**src/hw/rtl/qrs_sqrt_cell.sv**
```systemverilog
// ----------------------------------------------------------------------------
// qrs_sqrt_cell
// One digit step of a restoring square root; resolves one root bit per cell.
// ----------------------------------------------------------------------------
module qrs_sqrt_cell #(
	parameter int R  = 33,
	parameter int PW = 8
) (
	input  logic            clk,
	input  logic            arst_n,
	input  logic            en,
	input  logic            vld_i,
	input  logic [PW-1:0]   pay_i,
	input  logic [2*R-1:0]  rad_i,
	input  logic [R:0]      rem_i,
	input  logic [R-1:0]    root_i,
	output logic            vld_o,
	output logic [PW-1:0]   pay_o,
	output logic [2*R-1:0]  rad_o,
	output logic [R:0]      rem_o,
	output logic [R-1:0]    root_o
);

	logic [R+1:0] rem_sh;
	logic [R+1:0] trial;
	logic [R+1:0] diff;
	logic         ge;

	always_comb begin
		rem_sh = {rem_i[R-1:0], rad_i[2*R-1:2*R-2]};
		trial  = {root_i, 2'b01};
		ge     = rem_sh >= trial;
		diff   = rem_sh - trial;
	end

	always_ff @(posedge clk or negedge arst_n) begin
		if (!arst_n) begin
			vld_o <= 1'b0;
		end else if (en) begin
			vld_o <= vld_i;
		end
	end

	always_ff @(posedge clk) begin
		if (en) begin
			pay_o  <= pay_i;
			rad_o  <= {rad_i[2*R-3:0], 2'b00};
			rem_o  <= ge ? diff[R:0] : rem_sh[R:0];
			root_o <= {root_i[R-2:0], ge};
		end
	end

endmodule

```
**config.mk**
```make
export PLATFORM = sky130hd
export DESIGN_NAME = qrs_sqrt_cell
export DESIGN_NICKNAME = d
export VERILOG_FILES = /design/src/hw/rtl/qrs_sqrt_cell.sv
export SDC_FILE = /design/constraint.sdc
export NUM_CORES = 1
export LEC_CHECK = 0
export BUFFER_PORTS_ARGS = -buffer_cell sky130_fd_sc_hd__buf_2
export CAP_MARGIN = 10
export CELL_PAD_IN_SITES_DETAIL_PLACEMENT = 1
export CELL_PAD_IN_SITES_GLOBAL_PLACEMENT = 1
export CORE_MARGIN = 4
export CORE_UTILIZATION = 37
export CTS_CLUSTER_DIAMETER = 120
export CTS_CLUSTER_SIZE = 24
export DETAILED_ROUTE_END_ITERATION = 7
export HOLD_SLACK_MARGIN = 0.15
export PLACE_DENSITY = 0.9
export SLEW_MARGIN = 5
export SYNTH_ARGS = -nofsm -noshare
export SYNTH_HDL_FRONTEND = slang
export SYNTH_SLANG_ARGS = --single-unit
```
**constraint.sdc**
```tcl
create_clock -name clk -period 0.8 [get_ports clk]
set_input_delay 0.04 -clock clk [delete_from_list [all_inputs] [get_ports clk]]
set_output_delay 0.04 -clock clk [all_outputs]
set_load 0.05 [all_outputs]
```
==> results of run 1 <==
[cell families after synthesis]
kind of cell | synth area share [%]
XOR/XNOR | 3.730
flip-flops | 61.66
other | 0.05506
multiplexers | 5.420
adder cells (fa/ha/maj) | 6.430
buffers and inverters | 4.483
AND/OR/NAND/NOR | 7.037
AO/OA/AOI/OAI | 11.19
[what timing repair did]
item,CTS
gates resized for setup,408
pin swaps,36
hold endpoints to repair,278
setup buffers,25
setup endpoints to repair,175
cloned,2
hold buffers,125
[metal layers]
layer  track usage [%]  GRT overflow
met1             69.92             0
met5             10.05             0
met4             68.63             3
met3             51.05             0
met2             87.96             1
[stage by stage]
| step | setup WS [ps] | cells | setup TNS (ps) | hold WS (ps) | cell area [um^2] |
|---|---|---|---|---|---|
| 4_1_cts | -1265 | 1302 | -75930 | -69.15 | 13080 |
| 3_5_place_dp | -1986 | 1120 | -66860 | -172.1 | 9554 |
| 3_3_place_gp | -1872 | 1120 | -63730 | -180.5 | 9554 |
| 2_1_floorplan | -1449 | 508 | -48580 | -255.6 | 7073 |
==> results.md, run 1 <==
- The height of the die is 143.7 um.
- For this run, the leading register cell type out of synthesis is edfxtp_1.
- After synthesis, the cell types taking the most area are edfxtp_1 61%, ha_1 6.4%, mux2_1 3.6%, xnor2_1 2.8%, a21oi_1 2.6%.
- The count of port buffers added during placement is 283.
- Ranked by instance count, the synthesized netlist is headed by 139 x edfxtp_1, 46 x inv_1, 36 x a21oi_1.
- The post-synthesis async set-or-reset flop share is 0.7143%.
- The initial utilization of the core area, before any placement, comes to 37.78%.
- The count of flip-flops with a built-in enable after synthesis is 139.
- The floorplan step set the die width to 143.7 um.
- The initial antenna violation count is 7.
- Of the synthesized area, sequential elements account for 61.66%.
- Summed over all nets, the half-perimeter wirelength after detailed placement is 19300 um.
- The run stopped with a tool error.
- The post-synthesis sequential element count is 140.
- Counting every instance in the synthesized netlist gives 507.
- The maximum number of pins on one net before global-route repair is 37.
- After global routing the overflow that remains totals 4.
- The total number of placement rows is 49.
- Once global-route timing repair stopped, the endpoint with the least setup slack was rem_o[9]$_DFFE_PP_/D.
- The largest total area in the synthesized netlist belongs to edfxtp_1.
- CTS built an H-tree with a depth of 4.
- In this run, distinct cell masters in the synthesized netlist total 62.
- Yosys printed 0 warnings.
- Among all cell types in the netlist, the one instantiated most often is edfxtp_1.
- The flow stopped in global routing (5_1_grt).
- The share of synthesized area in the top cell type comes to 61.29%.
- The tool reported: "[ERROR GRT-0232] Routing congestion too high. Check the congestion heatmap in the GUI".
- The synthesized area per cell is 13.43 um^2.
- Clock tree synthesis selected as its root buffer the cell clkbuf_16.
- The kind of pin the worst path terminates on is a register input.
- In this run, CTS created clock tree buffers numbering 17.
- In this run the count of I/O pins placed on the die edge is 287.
- The clock passes through at most 2 buffers.
- The total number of clock tree sinks is 140.
- Across every metal layer, demand over resource in global routing totals 69.14%.
- The weighted congestion reported at the end of routability-driven placement is 0.8625.
- The synthesized cell area is 6810 um^2.
==> inputs of run 2 (changes only) <==
==> config.mk (replaced) <==
export PLATFORM = sky130hd
export DESIGN_NAME = qrs_sqrt_cell
export DESIGN_NICKNAME = d
export VERILOG_FILES = /design/src/hw/rtl/qrs_sqrt_cell.sv
export SDC_FILE = /design/constraint.sdc
export NUM_CORES = 1
export LEC_CHECK = 0
export BUFFER_PORTS_ARGS = -buffer_cell sky130_fd_sc_hd__buf_2
export CAP_MARGIN = 10
export CORE_MARGIN = 4
export CORE_UTILIZATION = 40
export DETAILED_ROUTE_END_ITERATION = 7
export PLACE_DENSITY_LB_ADDON = 0.15
export SLEW_MARGIN = 5
export SYNTH_ARGS = -nofsm -noshare
export SYNTH_HDL_FRONTEND = slang
export SYNTH_SLANG_ARGS = --single-unit
==> run 2 against run 1 <==
Compared with the run above: the flow now finishes, with violations (negative hold slack, negative setup slack); area after synthesis unchanged; synthesized cell count unchanged.
==> results.md, run 2 <==
- The run finished, with violations left.
- The final reports fail on negative hold slack, negative setup slack.
- The depth of the CTS H-tree is 4.
- The relative area change from synthesis to final layout is 88.68%.
- The library cells used most frequently in the layout, excluding fill and tap cells, are 156 x buf_6, 139 x edfxtp_1, 131 x buf_4.
- Across all hold checks on the routed design, the worst slack comes to -12.47 ps.
- The arrival time of the worst setup path is 2270 ps.
- The initial standard-cell utilization of the core is 40.92%.
- The register with the most flip-flops in the final layout is rad_o.
- The min-delay analysis places its worst path in the category in -> reg.
- The number of nets still failing antenna checks after routing is 0.
- The signal on the critical path passes through buf_8 > inv_4 > ha_4 > buf_6 > nand4_1 > nor4_2 > nand4_1 > a21boi_2 > o31ai_4 > a31oi_4 > buf_6 > buf_16 > mux2_4.
- The biggest area contributor in the post-synthesis netlist is edfxtp_1.
- For the worst-skew pair, the clock arrives at the later sink with an insertion delay of 410 ps.
- The clock edge transition at the registers on the reported setup and hold paths is 60 ps.
- The die width is 138.5 um.
- Across the routed clock network, the largest skew measured is 0 ps.
- The congestion estimate from routability-driven global placement came to 0.9268.
- The total track usage is 24.26%.
- In the finished design, the share of the clock period the worst path needs comes to 264.3%.
- The CTS buffer count is 17.
- The final routed DRC violation total is 0.
- The most used flip-flop cell after synthesis is edfxtp_1.
- The detailed router used layers up to and including met5.
- The count of distinct cell types in the synthesized netlist is 62.
- Along the worst path, the maximum fanout reaches 7.
- Counting every instance in the synthesized netlist gives 507.
- The worst setup path is launched from a primary input.
- The number of warnings issued by yosys is 0.
- The detailed route wirelength on metal2 is 13000 um.
- For this block, the initial DRC count from the detailed router was 281.
- The first TritonRoute pass finished after 4 iterations.
- The synthesized cell area is 6810 um^2.
- The CTS tree is done.
- Global routing finished with a remaining overflow of 0.
- Each instance of the synthesized netlist takes up on average 13.43 um^2.
- Across all setup checks in the final design, the least slack found is -1314 ps.
- The floorplan step defined a core boundary enclosing 16640 um^2.
- For the finished layout, the period the worst path requires is 2114 ps.
- The category of the worst setup path capture point is a register.
- The critical path in this run is classified as in -> reg.
- The height of the die is 138.5 um.
- Setup repair after global routing could not meet its margin everywhere.
- The count of endpoints failing hold in the final timing report came to 8.
- Sorting the synthesized cells by how often they occur yields 139 x edfxtp_1, 46 x inv_1, 36 x a21oi_1.
- After filler insertion, the fill cell instance count of the layout stands at 1010.
- The via count of the first global-routing pass is 6726.
- The leakage power figure is 0.005628 uW.
- In this run the count of I/O pins placed on the die edge is 287.
- The total number of clock tree sinks is 140.
- The initial antenna violation count is 2.
- The length of routed met3 wiring is 1445 um.
- Using the TritonRoute via totals, the vias-per-cell ratio works out to 4.877.
- OpenSTA, run right after detailed placement, puts the worst setup slack at -1881 ps.
- The logic depth of the worst register-to-register path is 1.
- In this run, synthesis inferred 139 flip-flops with an integrated enable.
- The data required time of the worst path is 960 ps.
- The number of instances on the worst hold path is 2.
- The longest clock path from root to sink contains 2 buffers.
- In this run the critical register-to-register path is launched from vld_o.
- The critical-path cell with the highest stage delay is nor4_2.
- The initialized floorplan defines 47 standard-cell rows.
- The post-synthesis async set-or-reset flop share is 0.7143%.
- The tool flagged a number of max-cap violations equal to 0.
- The total power density per cell area is 2016 nW/um^2.
- The die area is 19180 um^2.
- In this run the register-to-register setup slack is 0 ps.
- The routed length on met1 is 8894 um.
- The final layout contains routed wiring with a total length of 23870 um.
- The most common cell in the synthesized netlist is edfxtp_1.
- In the final layout, the registers with the most flip-flops are rad_o (64), rem_o (34), root_o (33).
- The maximum clock frequency is 472.9 MHz.
- The routed length per instance is 18.55 um.
- The worst min-delay path startpoint is rem_i[1].
- Entering global routing, the biggest net connects 46 pins.
- The number of flip-flops in the largest register is 64.
- The HPWL after detailed placement is 15400 um.
- After synthesis, the cell types taking the most area are edfxtp_1 61%, ha_1 6.4%, mux2_1 3.6%, xnor2_1 2.8%, a21oi_1 2.6%.
- The root buffer cell is clkbuf_16.
- After synthesis, flip-flops and latches occupy 61.66% of the total area.
- The maximum single-stage delay on the critical path is 320 ps.
- The post-synthesis sequential element count is 140.
- The library cell used most frequently in the layout, excluding fill and tap cells, is buf_6.
- Cells fill 77.21% of the core in the end.
- The number of setup violations in the final report is 175.
- In the final layout, the share of cells above drive strength 1 is 52.25%.
- The max-slew violation count is 0.
- The final route contains 6277 vias.
- The top cell type by area accounts for 61.29% of the synthesized area.
- The count of port buffers added during placement is 283.
- The worst hold path terminates at rem_o[3].
- VDD sags by at most 1.550 mV.
- The first global-routing pass estimated 36810 um of wire.
- The final layout contains 1233 nets.
- The end of the worst register-to-register path is vld_o.
==> run 2: cell counts after synthesis <==
Identical to the previous run, type by type.
==> run 2: how the worst max path moves through the flow <==
stage	startpoint	endpoint	slack, ps
after floorplan	root_i[16]	rem_o[32]	-1450
after global placement	rem_i[1]	rem_o[27]	-1910
after detailed placement	root_i[1]	rem_o[27]	-1880
after CTS	root_i[8]	rem_o[19]	-1280
after global routing	root_i[0]	rem_o[17]	-1450
final	root_i[0]	rem_o[17]	-1310
==> run 2: report_power, final <==
| part | internal [uW] | switching (uW) |
|---|---|---|
| combinational | 4030 | 4860 |
| clock | 4400 | 3350 |
| sequential | 8910 | 355 |
==> run 2: repair_timing <==
| item | in CTS | in global routing |
|---|---|---|
| setup endpoints to repair | 175 | 176 |
| resized for setup | 351 | 32 |
| hold endpoints to repair | 132 | 12 |
| buffers inserted | 12 | 2 |
| cloned | 3 | 0 |
| pin swaps | 17 | 7 |
| hold buffers | 119 | 2 |
==> run 2: worst max-delay path: cells and delay by family <==
kind / cells / cell delay (ps)
AOI/OAI and AO/OA: 3 / 590
adders and majority gates: 1 / 270
buffers and inverters: 5 / 480
muxes: 1 / 300
and+or+nand+nor: 3 / 600
==> run 2: layout make-up <==
| type | count | area [um^2] | area share (%) |
|---|---|---|---|
| antenna | 1 | 2.502 | 0.01947 |
| clock buffer | 18 | 429.2 | 3.340 |
| clock inverter | 14 | 146.4 | 1.139 |
| inverter | 46 | 205.2 | 1.597 |
| multi-input combinational | 302 | 2841 | 22.11 |
| sequential | 140 | 4200 | 32.69 |
| tap | 220 | 275.3 | 2.142 |
| timing repair buffer | 546 | 4750 | 36.96 |
==> run 2: cells by family after synthesis <==
logic type      share of synthesized area [%]
mux                                     5.420
fa+ha+maj                               6.430
simple gates                            7.037
xor+xnor                                3.730
buf+inv                                 4.483
other cells                           0.05506
flops                                   61.66
compound gates                          11.19
==> run 2: metrics by stage <==
step | instance area [um^2] | power, uW | setup TNS (ps) | instances
3_5_place_dp | 9583 | 16040 | -67820 | 1118
5_1_grt | 12850 | 26950 | -83030 | 1287
3_3_place_gp | 9583 | 15980 | -65230 | 1118
4_1_cts | 12740 | 25750 | -74160 | 1284
6_report | 12850 | 25900 | -73470 | 1287
2_1_floorplan | 7073 | 13720 | -48580 | 508
==> run 2: routing by layer <==
metal	vias to the layer above	global-route usage [%]
met1	3030	27.19
met2	214	44.99
met4	2	6.864
met5	-	0
met3	38	6.802
li1	2993	-
Note: power is estimated with default switching activity, not from simulation.
