--- config.mk ---
export PLATFORM = sky130hd
export DESIGN_NAME = qrs_div_cell
export DESIGN_NICKNAME = d
export VERILOG_FILES = /design/src/hw/rtl/qrs_div_cell.sv
export SDC_FILE = /design/constraint.sdc
export NUM_CORES = 1
export LEC_CHECK = 0
export BUFFER_PORTS_ARGS = -buffer_cell sky130_fd_sc_hd__clkbuf_2
export CELL_PAD_IN_SITES_DETAIL_PLACEMENT = 0
export CELL_PAD_IN_SITES_GLOBAL_PLACEMENT = 1
export CORE_ASPECT_RATIO = 1.2
export CORE_MARGIN = 2
export CORE_UTILIZATION = 34
export DETAILED_ROUTE_END_ITERATION = 6
export PLACE_DENSITY = 0.8
export SYNTH_ARGS = -nofsm -noshare
export SYNTH_HDL_FRONTEND = slang
export SYNTH_SLANG_ARGS = --single-unit
--- constraint.sdc ---
create_clock -name clk -period 1.2 [get_ports clk]
set_input_delay 0.06 -clock clk [delete_from_list [all_inputs] [get_ports clk]]
set_output_delay 0.06 -clock clk [all_outputs]
set_load 0.005 [all_outputs]
--- src/hw/rtl/qrs_div_cell.sv ---
// ----------------------------------------------------------------------------
// qrs_div_cell
// One step of a restoring divider; resolves one quotient bit per cell.
// ----------------------------------------------------------------------------
module qrs_div_cell #(
	parameter int NW = 50,
	parameter int DW = 33,
	parameter int PW = 4
) (
	input  logic            clk,
	input  logic            arst_n,
	input  logic            en,
	input  logic            vld_i,
	input  logic [PW-1:0]   pay_i,
	input  logic [NW-1:0]   num_i,
	input  logic [DW-1:0]   den_i,
	input  logic [DW-1:0]   rem_i,
	input  logic [NW-1:0]   quo_i,
	output logic            vld_o,
	output logic [PW-1:0]   pay_o,
	output logic [NW-1:0]   num_o,
	output logic [DW-1:0]   den_o,
	output logic [DW-1:0]   rem_o,
	output logic [NW-1:0]   quo_o
);

	logic [DW:0] rem_sh;
	logic [DW:0] diff;
	logic        ge;

	always_comb begin
		rem_sh = {rem_i, num_i[NW-1]};
		ge     = rem_sh >= {1'b0, den_i};
		diff   = rem_sh - {1'b0, den_i};
	end

	always_ff @(posedge clk or negedge arst_n) begin
		if (!arst_n) begin
			vld_o <= 1'b0;
		end else if (en) begin
			vld_o <= vld_i;
		end
	end

	always_ff @(posedge clk) begin
		if (en) begin
			pay_o <= pay_i;
			num_o <= {num_i[NW-2:0], 1'b0};
			den_o <= den_i;
			rem_o <= ge ? diff[DW-1:0] : rem_sh[DW-1:0];
			quo_o <= {quo_i[NW-2:0], ge};
		end
	end

endmodule

# ---- Word-level counts from Yosys, hierarchy flattened
# Index checks and enable logic that the tools add are counted.
dict set report classes {
  mux 1
  order_cmp 1
  addsub 1
}
# cell count
set op_table {}
lappend op_table {{$ge 34x33->1} 1}
lappend op_table {{$mux 33} 1}
lappend op_table {{$sub 33x33->33} 1}
dict set report totals {
  in_bits 174
  regBits 170
  wordCells 9
  out_inout_bits 171
}

# ---- Depth between registers and ports, before layout
# Gate-level depths: netlist of run 1.
dict set report logic_depth {
  word_depth 2
  mapped_depth 14
}

# ---- Worst setup path before layout of run 1
# OpenSTA, ideal clock, no wires.
dict set report synth_timing {
  path_kind {input port to flip-flop}
  start {input num_i[49]}
  end {register rem_o[1], data pin}
  arrival_ns 2.368
  n_path_buf 1
  stages 12
  setup_ns 0.260
  t_required_ns 0.940
  slack_ns -1.428
  cell_sequence {inv_1 > ha_1 > inv_1 > fa_1 > a21o_1 > a221o_2 > a21oi_2 > o41a_4 > o31ai_4 > a41oi_2 > buf_6 > mux2_4}
}
dict set report synth_via {
  elab_chain_cells 2
  word_cells_on_any_way 3
}
# item line
set synth_rtl {}
lappend synth_rtl {{start: declaration} 15} ;# input logic [NW-1:0] num_i,
lappend synth_rtl {{$sub 33x33->33 or $ge 34x33->1 (tied branches)} {34, 33}}
lappend synth_rtl {{$mux 33 (*)} 50} ;# rem_o <= ge ? diff[DW-1:0] : rem_sh[DW-1:0];
lappend synth_rtl {{end signal: assignment} 50}
lappend synth_rtl {{end: declaration} 23} ;# output logic [DW-1:0] rem_o,
# Every way passes the cells marked *; elsewhere a longest branch is shown, timed or not.
# A chain may end at the register's enable or synchronous reset.

# ---- Worst setup path in the final report of run 1
# Same ends and word-level chain as after synthesis.

==> results of run 1 <==
[what timing repair did]
action | 4_1_cts | 5_1_grt
hold buffers | 163 | 0
endpoints found under the setup margin | 34 | 34
hold endpoints to repair | 162 | 0
buffers inserted | 6 | 2
gates resized for setup | 14 | 28
pin swaps | 6 | 16
[worst max-delay path, stage by stage]
cell,delay [ns]
clkbuf_16,0.13
inv_12,0.04
ha_4,0.11
inv_2,0.03
fa_2,0.33
a21o_1,0.20
a221o_2,0.40
a21oi_4,0.15
o41a_4,0.16
o31ai_4,0.07
a41oi_4,0.21
buf_12,0.15
mux2_4,0.29
[Yosys cell counts, drive strengths merged, types with 4 or more instances]
master,number
xnor2,16
xor2,12
nand2,58
inv,43
a21oi,35
nand3,8
a21o,11
a211oi,4
o21ai,45
o21bai,8
o31ai,6
buf,8
ha,33
nand2b,4
clkbuf,8
o21a,4
nor4,4
and3,7
edfxtp,169
nor2,15
nor3,5
[kinds of logic after synthesis]
family                   count (synthesis)
AND/OR/NAND/NOR                        109
flip-flops                             170
multiplexers                             2
AO/OA/AOI/OAI                          136
XOR/XNOR                                28
other                                    1
buffers and inverters                   59
adder cells (fa/ha/maj)                 34
[how the worst max path moves through the flow]
stage	start	to	slack, ns	cells after the start
global placement	num_i[49]	rem_o[32]$_DFFE_PP_	-1.55	13
detailed placement	num_i[49]	rem_o[32]$_DFFE_PP_	-1.58	13
global route	num_i[49]	rem_o[12]$_DFFE_PP_	-1.04	14
finish	num_i[49]	rem_o[1]$_DFFE_PP_	-0.96	13
floorplan	num_i[49]	rem_o[1]$_DFFE_PP_	-1.26	12
CTS	num_i[49]	rem_o[1]$_DFFE_PP_	-1.02	13
[per-layer routing]
metal  vias up  wire length (um)  GRT usage
li1       3321                 -          -
met3        46              1550     0.0552
met1      3254              9610      0.238
met2       258             13800      0.397
met5         -                 0          0
met4         0               861     0.0891
[power by group through the flow]
| stage | Clock, mW | Sequential, mW | Combinational [mW] |
|---|---|---|---|
| 6_report | 5.59 | 7.36 | 3.76 |
| 5_1_grt | 5.93 | 7.42 | 4.08 |
| 4_1_cts | 5.70 | 7.35 | 3.64 |
| 3_5_place_dp | 0 | 7.48 | 3.13 |
| 3_3_place_gp | 0 | 7.46 | 3.08 |
| 2_1_floorplan | 0 | 7.55 | 1.16 |
[metrics by stage]
step                power (mW)  hold slack [ns]  std cells  setup TNS [ns]  setup slack [ns]
floorplan                 8.71           -0.236        539          -39.59             -1.26
global placement          10.5           -0.164       1272          -49.07             -1.55
detailed placement        10.6           -0.164       1272          -50.78             -1.58
CTS                       16.7          0.00214       1473          -33.07             -1.02
global route              17.4          0.00160       1476          -34.10             -1.04
finish                    16.7           0.0170       1476          -31.21            -0.958
[state kept, by name (all words and copies together) (netlist names)]
name	cells
pay_o	4
vld_o	1
den_o	33
num_o	49
rem_o	33
quo_o	50
[final cells by class]
type,count,area [um^2]
Fill cell,1741,8590
Sequential cell,170,5100
Timing Repair Buffer,645,4530
Multi-Input combinational cell,310,2370
Clock buffer,17,425
Tap cell,274,343
Inverter,43,174
Clock inverter,15,165
Antenna cell,2,5.00
==> impl_metrics.csv, run 1 <==
group,metric,value,unit
placement,dpl_cell_area,0.0106,mm^2
floorplanning,die_h,167,um
power,p_int,12.0,mW
clocking,cts_root_buffer,"clkbuf_16",
layout,final_common_cell,"clkbuf_2",
global_routing,grt_start_max_net_pins,43,
drt,avgViaCountPerCell,4.66,
run_status,status,"finished with violations",
layout,drive_above_1_share,0.476,
logic_synthesis,synth_largest_area_cell,"edfxtp_1",
logic_synthesis,synthSimpleGateAreaFrac,0.0650,
global_routing,grt_first_pass_wirelength,38900,um
logic_synthesis,yosys.area_share.adder,0.0575,
run_status,violations,"negative setup slack",
logic_synthesis,yosys_warnings,0,
clocking,clock_path_buffers,2,
setup_path,rr_worst_depth,1,
drt,drc_errors,0,
setup_path,rrSetupSlack,0.44,ns
hold_path,holdPathStages,1,
setup_path,arrival,2.34,ns
power,swShare,0.279,
timing,setup_viol,34,
logic_synthesis,yosys.area_share.xor_xnor,0.0326,
logic_synthesis,synth-compound-area-share,0.127,
placement,port_buffers,342,
logic_synthesis,syn-instance-count,539,
drt,wirelength,25800,um
layout,final_nets,1395,
drt,ant_nets,0,
floorplanning,dieArea,0.0233,mm^2
setup_path,r2r-start,"vld_o$_DFFE_PN0P_",
power,switchingPower,4.67,mW
floorplanning,start_util,0.347,
floorplanning,die_x,140,um
logic_synthesis,syn_nets,747,
timing,skew,0,ns
power,clockPowerShare,0.335,
logic_synthesis,synth_edf_count,169,
setup_path,crit_fanout,3,
logic_synthesis,async_flop_share,0.00588,
clocking,clk_latency,0.43,ns
logic_synthesis,ys_types,55,
logic_synthesis,synthDominantCellAreaShare,0.674,
setup_path,rr_endpoint,"vld_o$_DFFE_PN0P_",
power,power_density,1270,mW/mm^2
floorplanning,io_pins,345,
timing,hold_viol_final,0,
logic_synthesis,synth_top_family_by_area,"compound AO/OA/AOI/OAI gates",
clocking,clk_pin_slew,0.08,ns
logic_synthesis,syn_avg_cell_area,14.0,um^2
placement,gp_congestion,0.865,
timing,setup_ws,-0.958,ns
logic_synthesis,synthFlopType,"edfxtp_1",
clocking,clock-sinks,170,
logic_synthesis,syn_area,0.00753,mm^2
hold_path,min_to,"quo_o[11]$_DFFE_PP_",
logic_synthesis,synthTopCellsByArea,"edfxtp_1 (67%), ha_1 (5.5%), nand2_1 (2.9%)",
logic_synthesis,muxShareOfSynthArea,0.00349,
timing,max_clock_freq,0.463,GHz
global_routing,first_global_vias,7236,
floorplanning,rows,59,
drt,drtIter0Drc,384,
timing,finalCritPeriodShare,1.80,
power,cellLeakagePower,5.93,nW
timing,period_minus_slack,2.16,ns
timing,slew_viol_final,0,
clocking,htree_num_levels,4,
hold_path,hp-class,"in -> reg",
global_routing,grt_antenna_before_repair,2,
timing,worst_slew_pin_slew,0.539,ns
setup_path,critPathKind,"in -> reg",
drt,wl_per_cell,17.5,um
power,peakVddDrop,1.01,mV
global_routing,grt_util_all_layers,0.217,
layout,areaGrowthSynthToFinish,74.2,%
setup_path,end_kind,"flip-flop",
placement,post-dp-hpwl,17900,um
hold_path,hp-start,"en",
clocking,numCtsBuffers,17,
timing,relSlewSlack,0.637,
run,cap_violations,0,
clocking,tritoncts,"yes",
layout,post-route-util,0.604,
timing,rsz0062_at_grt,"yes",
logic_synthesis,ys_seq_area_frac,0.678,
layout,final_cell_area,0.0131,mm^2
setup_path,cp.required,1.38,ns
power,power_frac_seq,0.440,
floorplanning,fp.coreArea,0.0217,mm^2
power,combPwrFrac,0.225,
logic_synthesis,synth-seq-cells,170,
global_routing,grt_overflow_total,0,
layout,final_cell_mix,"clkbuf_2 (340), edfxtp_1 (169), dlygate4sd3_1 (163)",
drt,drt_pass1_iterations,6,
drt,num_vias,6879,
setup_path,cp-start-kind,"input port",
No activity file was read; power rests on OpenSTA's default activity.
==> inputs of run 2 (changes only) <==
--- a/config.mk
+++ b/config.mk
@@ -5,7 +5,7 @@
 export SDC_FILE = /design/constraint.sdc
 export NUM_CORES = 1
 export LEC_CHECK = 0
-export BUFFER_PORTS_ARGS = -buffer_cell sky130_fd_sc_hd__clkbuf_2
+export BUFFER_PORTS_ARGS = -buffer_cell sky130_fd_sc_hd__buf_2
 export CELL_PAD_IN_SITES_DETAIL_PLACEMENT = 0
 export CELL_PAD_IN_SITES_GLOBAL_PLACEMENT = 1
 export CORE_ASPECT_RATIO = 1.2
==> impl_metrics.csv, run 2 (synthesized netlist as in run 1, its figures left out) <==
group,metric,value,unit
global_routing,grt_overflow_total,0,
timing,max_clock_freq,0.463,GHz
timing,period_minus_slack,2.16,ns
layout,seqCellArea,0.00510,mm^2
clocking,htree_num_levels,4,
power,combPwrFrac,0.224,
layout,fill_cells,1720,
placement,pre_cts_ws,-1.57,ns
drt,drtIter0Drc,292,
layout,post-route-util,0.604,
placement,gp_congestion,0.840,
floorplanning,rows,59,
layout,areaGrowthSynthToFinish,74.1,%
layout,final_nets,1399,
clocking,clock_path_buffers,2,
power,switchingPower,4.62,mW
setup_path,arrival,2.34,ns
layout,multi_input_area,0.00232,mm^2
drt,avgViaCountPerCell,4.62,
placement,post-dp-hpwl,17900,um
run_status,violations,"negative setup slack",
timing,finalCritPeriodShare,1.80,
clocking,clock-sinks,170,
clocking,tritoncts,"yes",
timing,whs,0.0208,ns
power,power,16.7,mW
floorplanning,fp.coreArea,0.0217,mm^2
timing,setup_viol,34,
power,power_density,1270,mW/mm^2
power,swShare,0.277,
timing,setup_ws,-0.959,ns
layout,drive_above_1_share,0.471,
layout,final_cells,1480,
timing,skew,0,ns
timing,tns,-30.91,ns
timing,rsz0062_at_grt,"yes",
setup_path,slowest_stage,"a221o_2",
placement,dp.cells,1275,
power,peakVddDrop,0.942,mV
run,cap_violations,0,
setup_path,end_kind,"flip-flop",
clocking,clk_pin_slew,0.07,ns
floorplanning,die_x,140,um
floorplanning,start_util,0.347,
drt,wl_per_cell,17.0,um
drt,wirelength,25100,um
floorplanning,die_h,167,um
global_routing,grt_antenna_before_repair,2,
drt,num_vias,6833,
global_routing,grt_util_all_layers,0.212,
floorplanning,dieArea,0.0233,mm^2
setup_path,critPathKind,"in -> reg",
layout,largest_register_ffs,50,
setup_path,worst_path_largest_cell_delay,0.42,ns
timing,slew_viol_final,0,
placement,dpl_cell_area,0.0106,mm^2
setup_path,cp-start-kind,"input port",
layout,regMostFlops,"quo_o",
power,p_int,12.0,mW
power,clockPowerShare,0.336,
setup_path,crit_fanout,3,
setup_path,crit_chain,"buf_12, inv_12, ha_4, inv_2, fa_2, a21o_1, a221o_2, a21oi_4, o41a_4, o31ai_4, a41oi_4, buf_12, mux2_4",
drt,drc_errors,0,
layout,final_cell_mix,"buf_2 (340), edfxtp_1 (169), dlygate4sd3_1 (166)",
setup_path,crit_top_cell,"buf_12",
hold_path,hp-class,"in -> reg",
clocking,numCtsBuffers,17,
global_routing,grt_first_pass_wirelength,38400,um
global_routing,grt_start_max_net_pins,30,
run_status,status,"finished with violations",
setup_path,cp.required,1.39,ns
power,cellLeakagePower,5.88,nW
layout,final_common_cell,"buf_2",
drt,drt_pass1_iterations,4,
global_routing,first_global_vias,7123,
layout,final_cell_area,0.0131,mm^2
timing,hold_viol_final,0,
floorplanning,io_pins,345,
power,power_frac_seq,0.440,
clocking,clk_latency,0.42,ns
placement,port_buffers,342,
clocking,cts_root_buffer,"clkbuf_16",
layout,largestRegisters,"quo_o (50), num_o (49)",
drt,ant_nets,0,
## run 2: cell count changes in the layout (fill, tap and decap cells not counted), moves of 3 or more
| cell | delta |
|---|---|
| clkbuf_2 | -340 |
| o31ai_2 | +3 |
| clkinv_8 | +3 |
| dlygate4sd3_1 | +3 |
| buf_2 | +340 |
## run 2: final timing paths
path,slack [ns],cells after the start,from,to
worst max-delay path,-0.96,13,num_i[49],rem_o[1]$_DFFE_PP_
worst min-delay path,0.02,4,rem_i[31],rem_o[32]$_DFFE_PP_
worst max register to register,0.43,1,vld_o$_DFFE_PN0P_,vld_o$_DFFE_PN0P_
worst min register to register,0.54,1,vld_o$_DFFE_PN0P_,vld_o$_DFFE_PN0P_
max in group asynchronous,0.61,3,arst_n,vld_o$_DFFE_PN0P_
min in group asynchronous,0.49,3,arst_n,vld_o$_DFFE_PN0P_
## run 2: area by class of cell
| class | instances | area share |
|---|---|---|
| flip-flops and latches | 170 | 0.389 |
| repair buffers | 649 | 0.348 |
| multi-input cells | 310 | 0.177 |
| clock buffers | 17 | 0.0325 |
| well taps | 274 | 0.0262 |
| clock inverters | 15 | 0.0134 |
| inverters | 43 | 0.0133 |
| diodes | 2 | 0.000382 |
## run 2: critical path, delay by kind of cell
family                     cells  cell delay, ns
muxes                          1            0.29
buffers and inverters          4            0.33
AOI/OAI and AO/OA              6            1.20
adders and majority gates      2            0.44
## run 2: what timing repair did
action,in CTS,in global routing
pin swaps,6,15
setup buffers,4,0
hold buffers,166,0
gates cloned,1,0
setup endpoints to repair,34,34
hold endpoints to repair,171,0
gates resized for setup,14,22
## run 2: power by group through the flow
stage | clock network (mW) | logic [mW] | registers, mW
finish | 5.59 | 3.72 | 7.33
global route | 5.92 | 4.05 | 7.39
CTS | 5.73 | 3.64 | 7.33
detailed placement | 0 | 3.15 | 7.45
global placement | 0 | 3.10 | 7.44
floorplan | 0 | 1.16 | 7.55
## run 2: routing by layer
metal / GRT usage / vias to the layer above / routed length, um
li1: - / 3328 / -
met1: 0.242 / 3253 / 9910
met2: 0.390 / 219 / 13300
met3: 0.0454 / 33 / 1300
met4: 0.0743 / 0 / 600
met5: 0 / - / 0
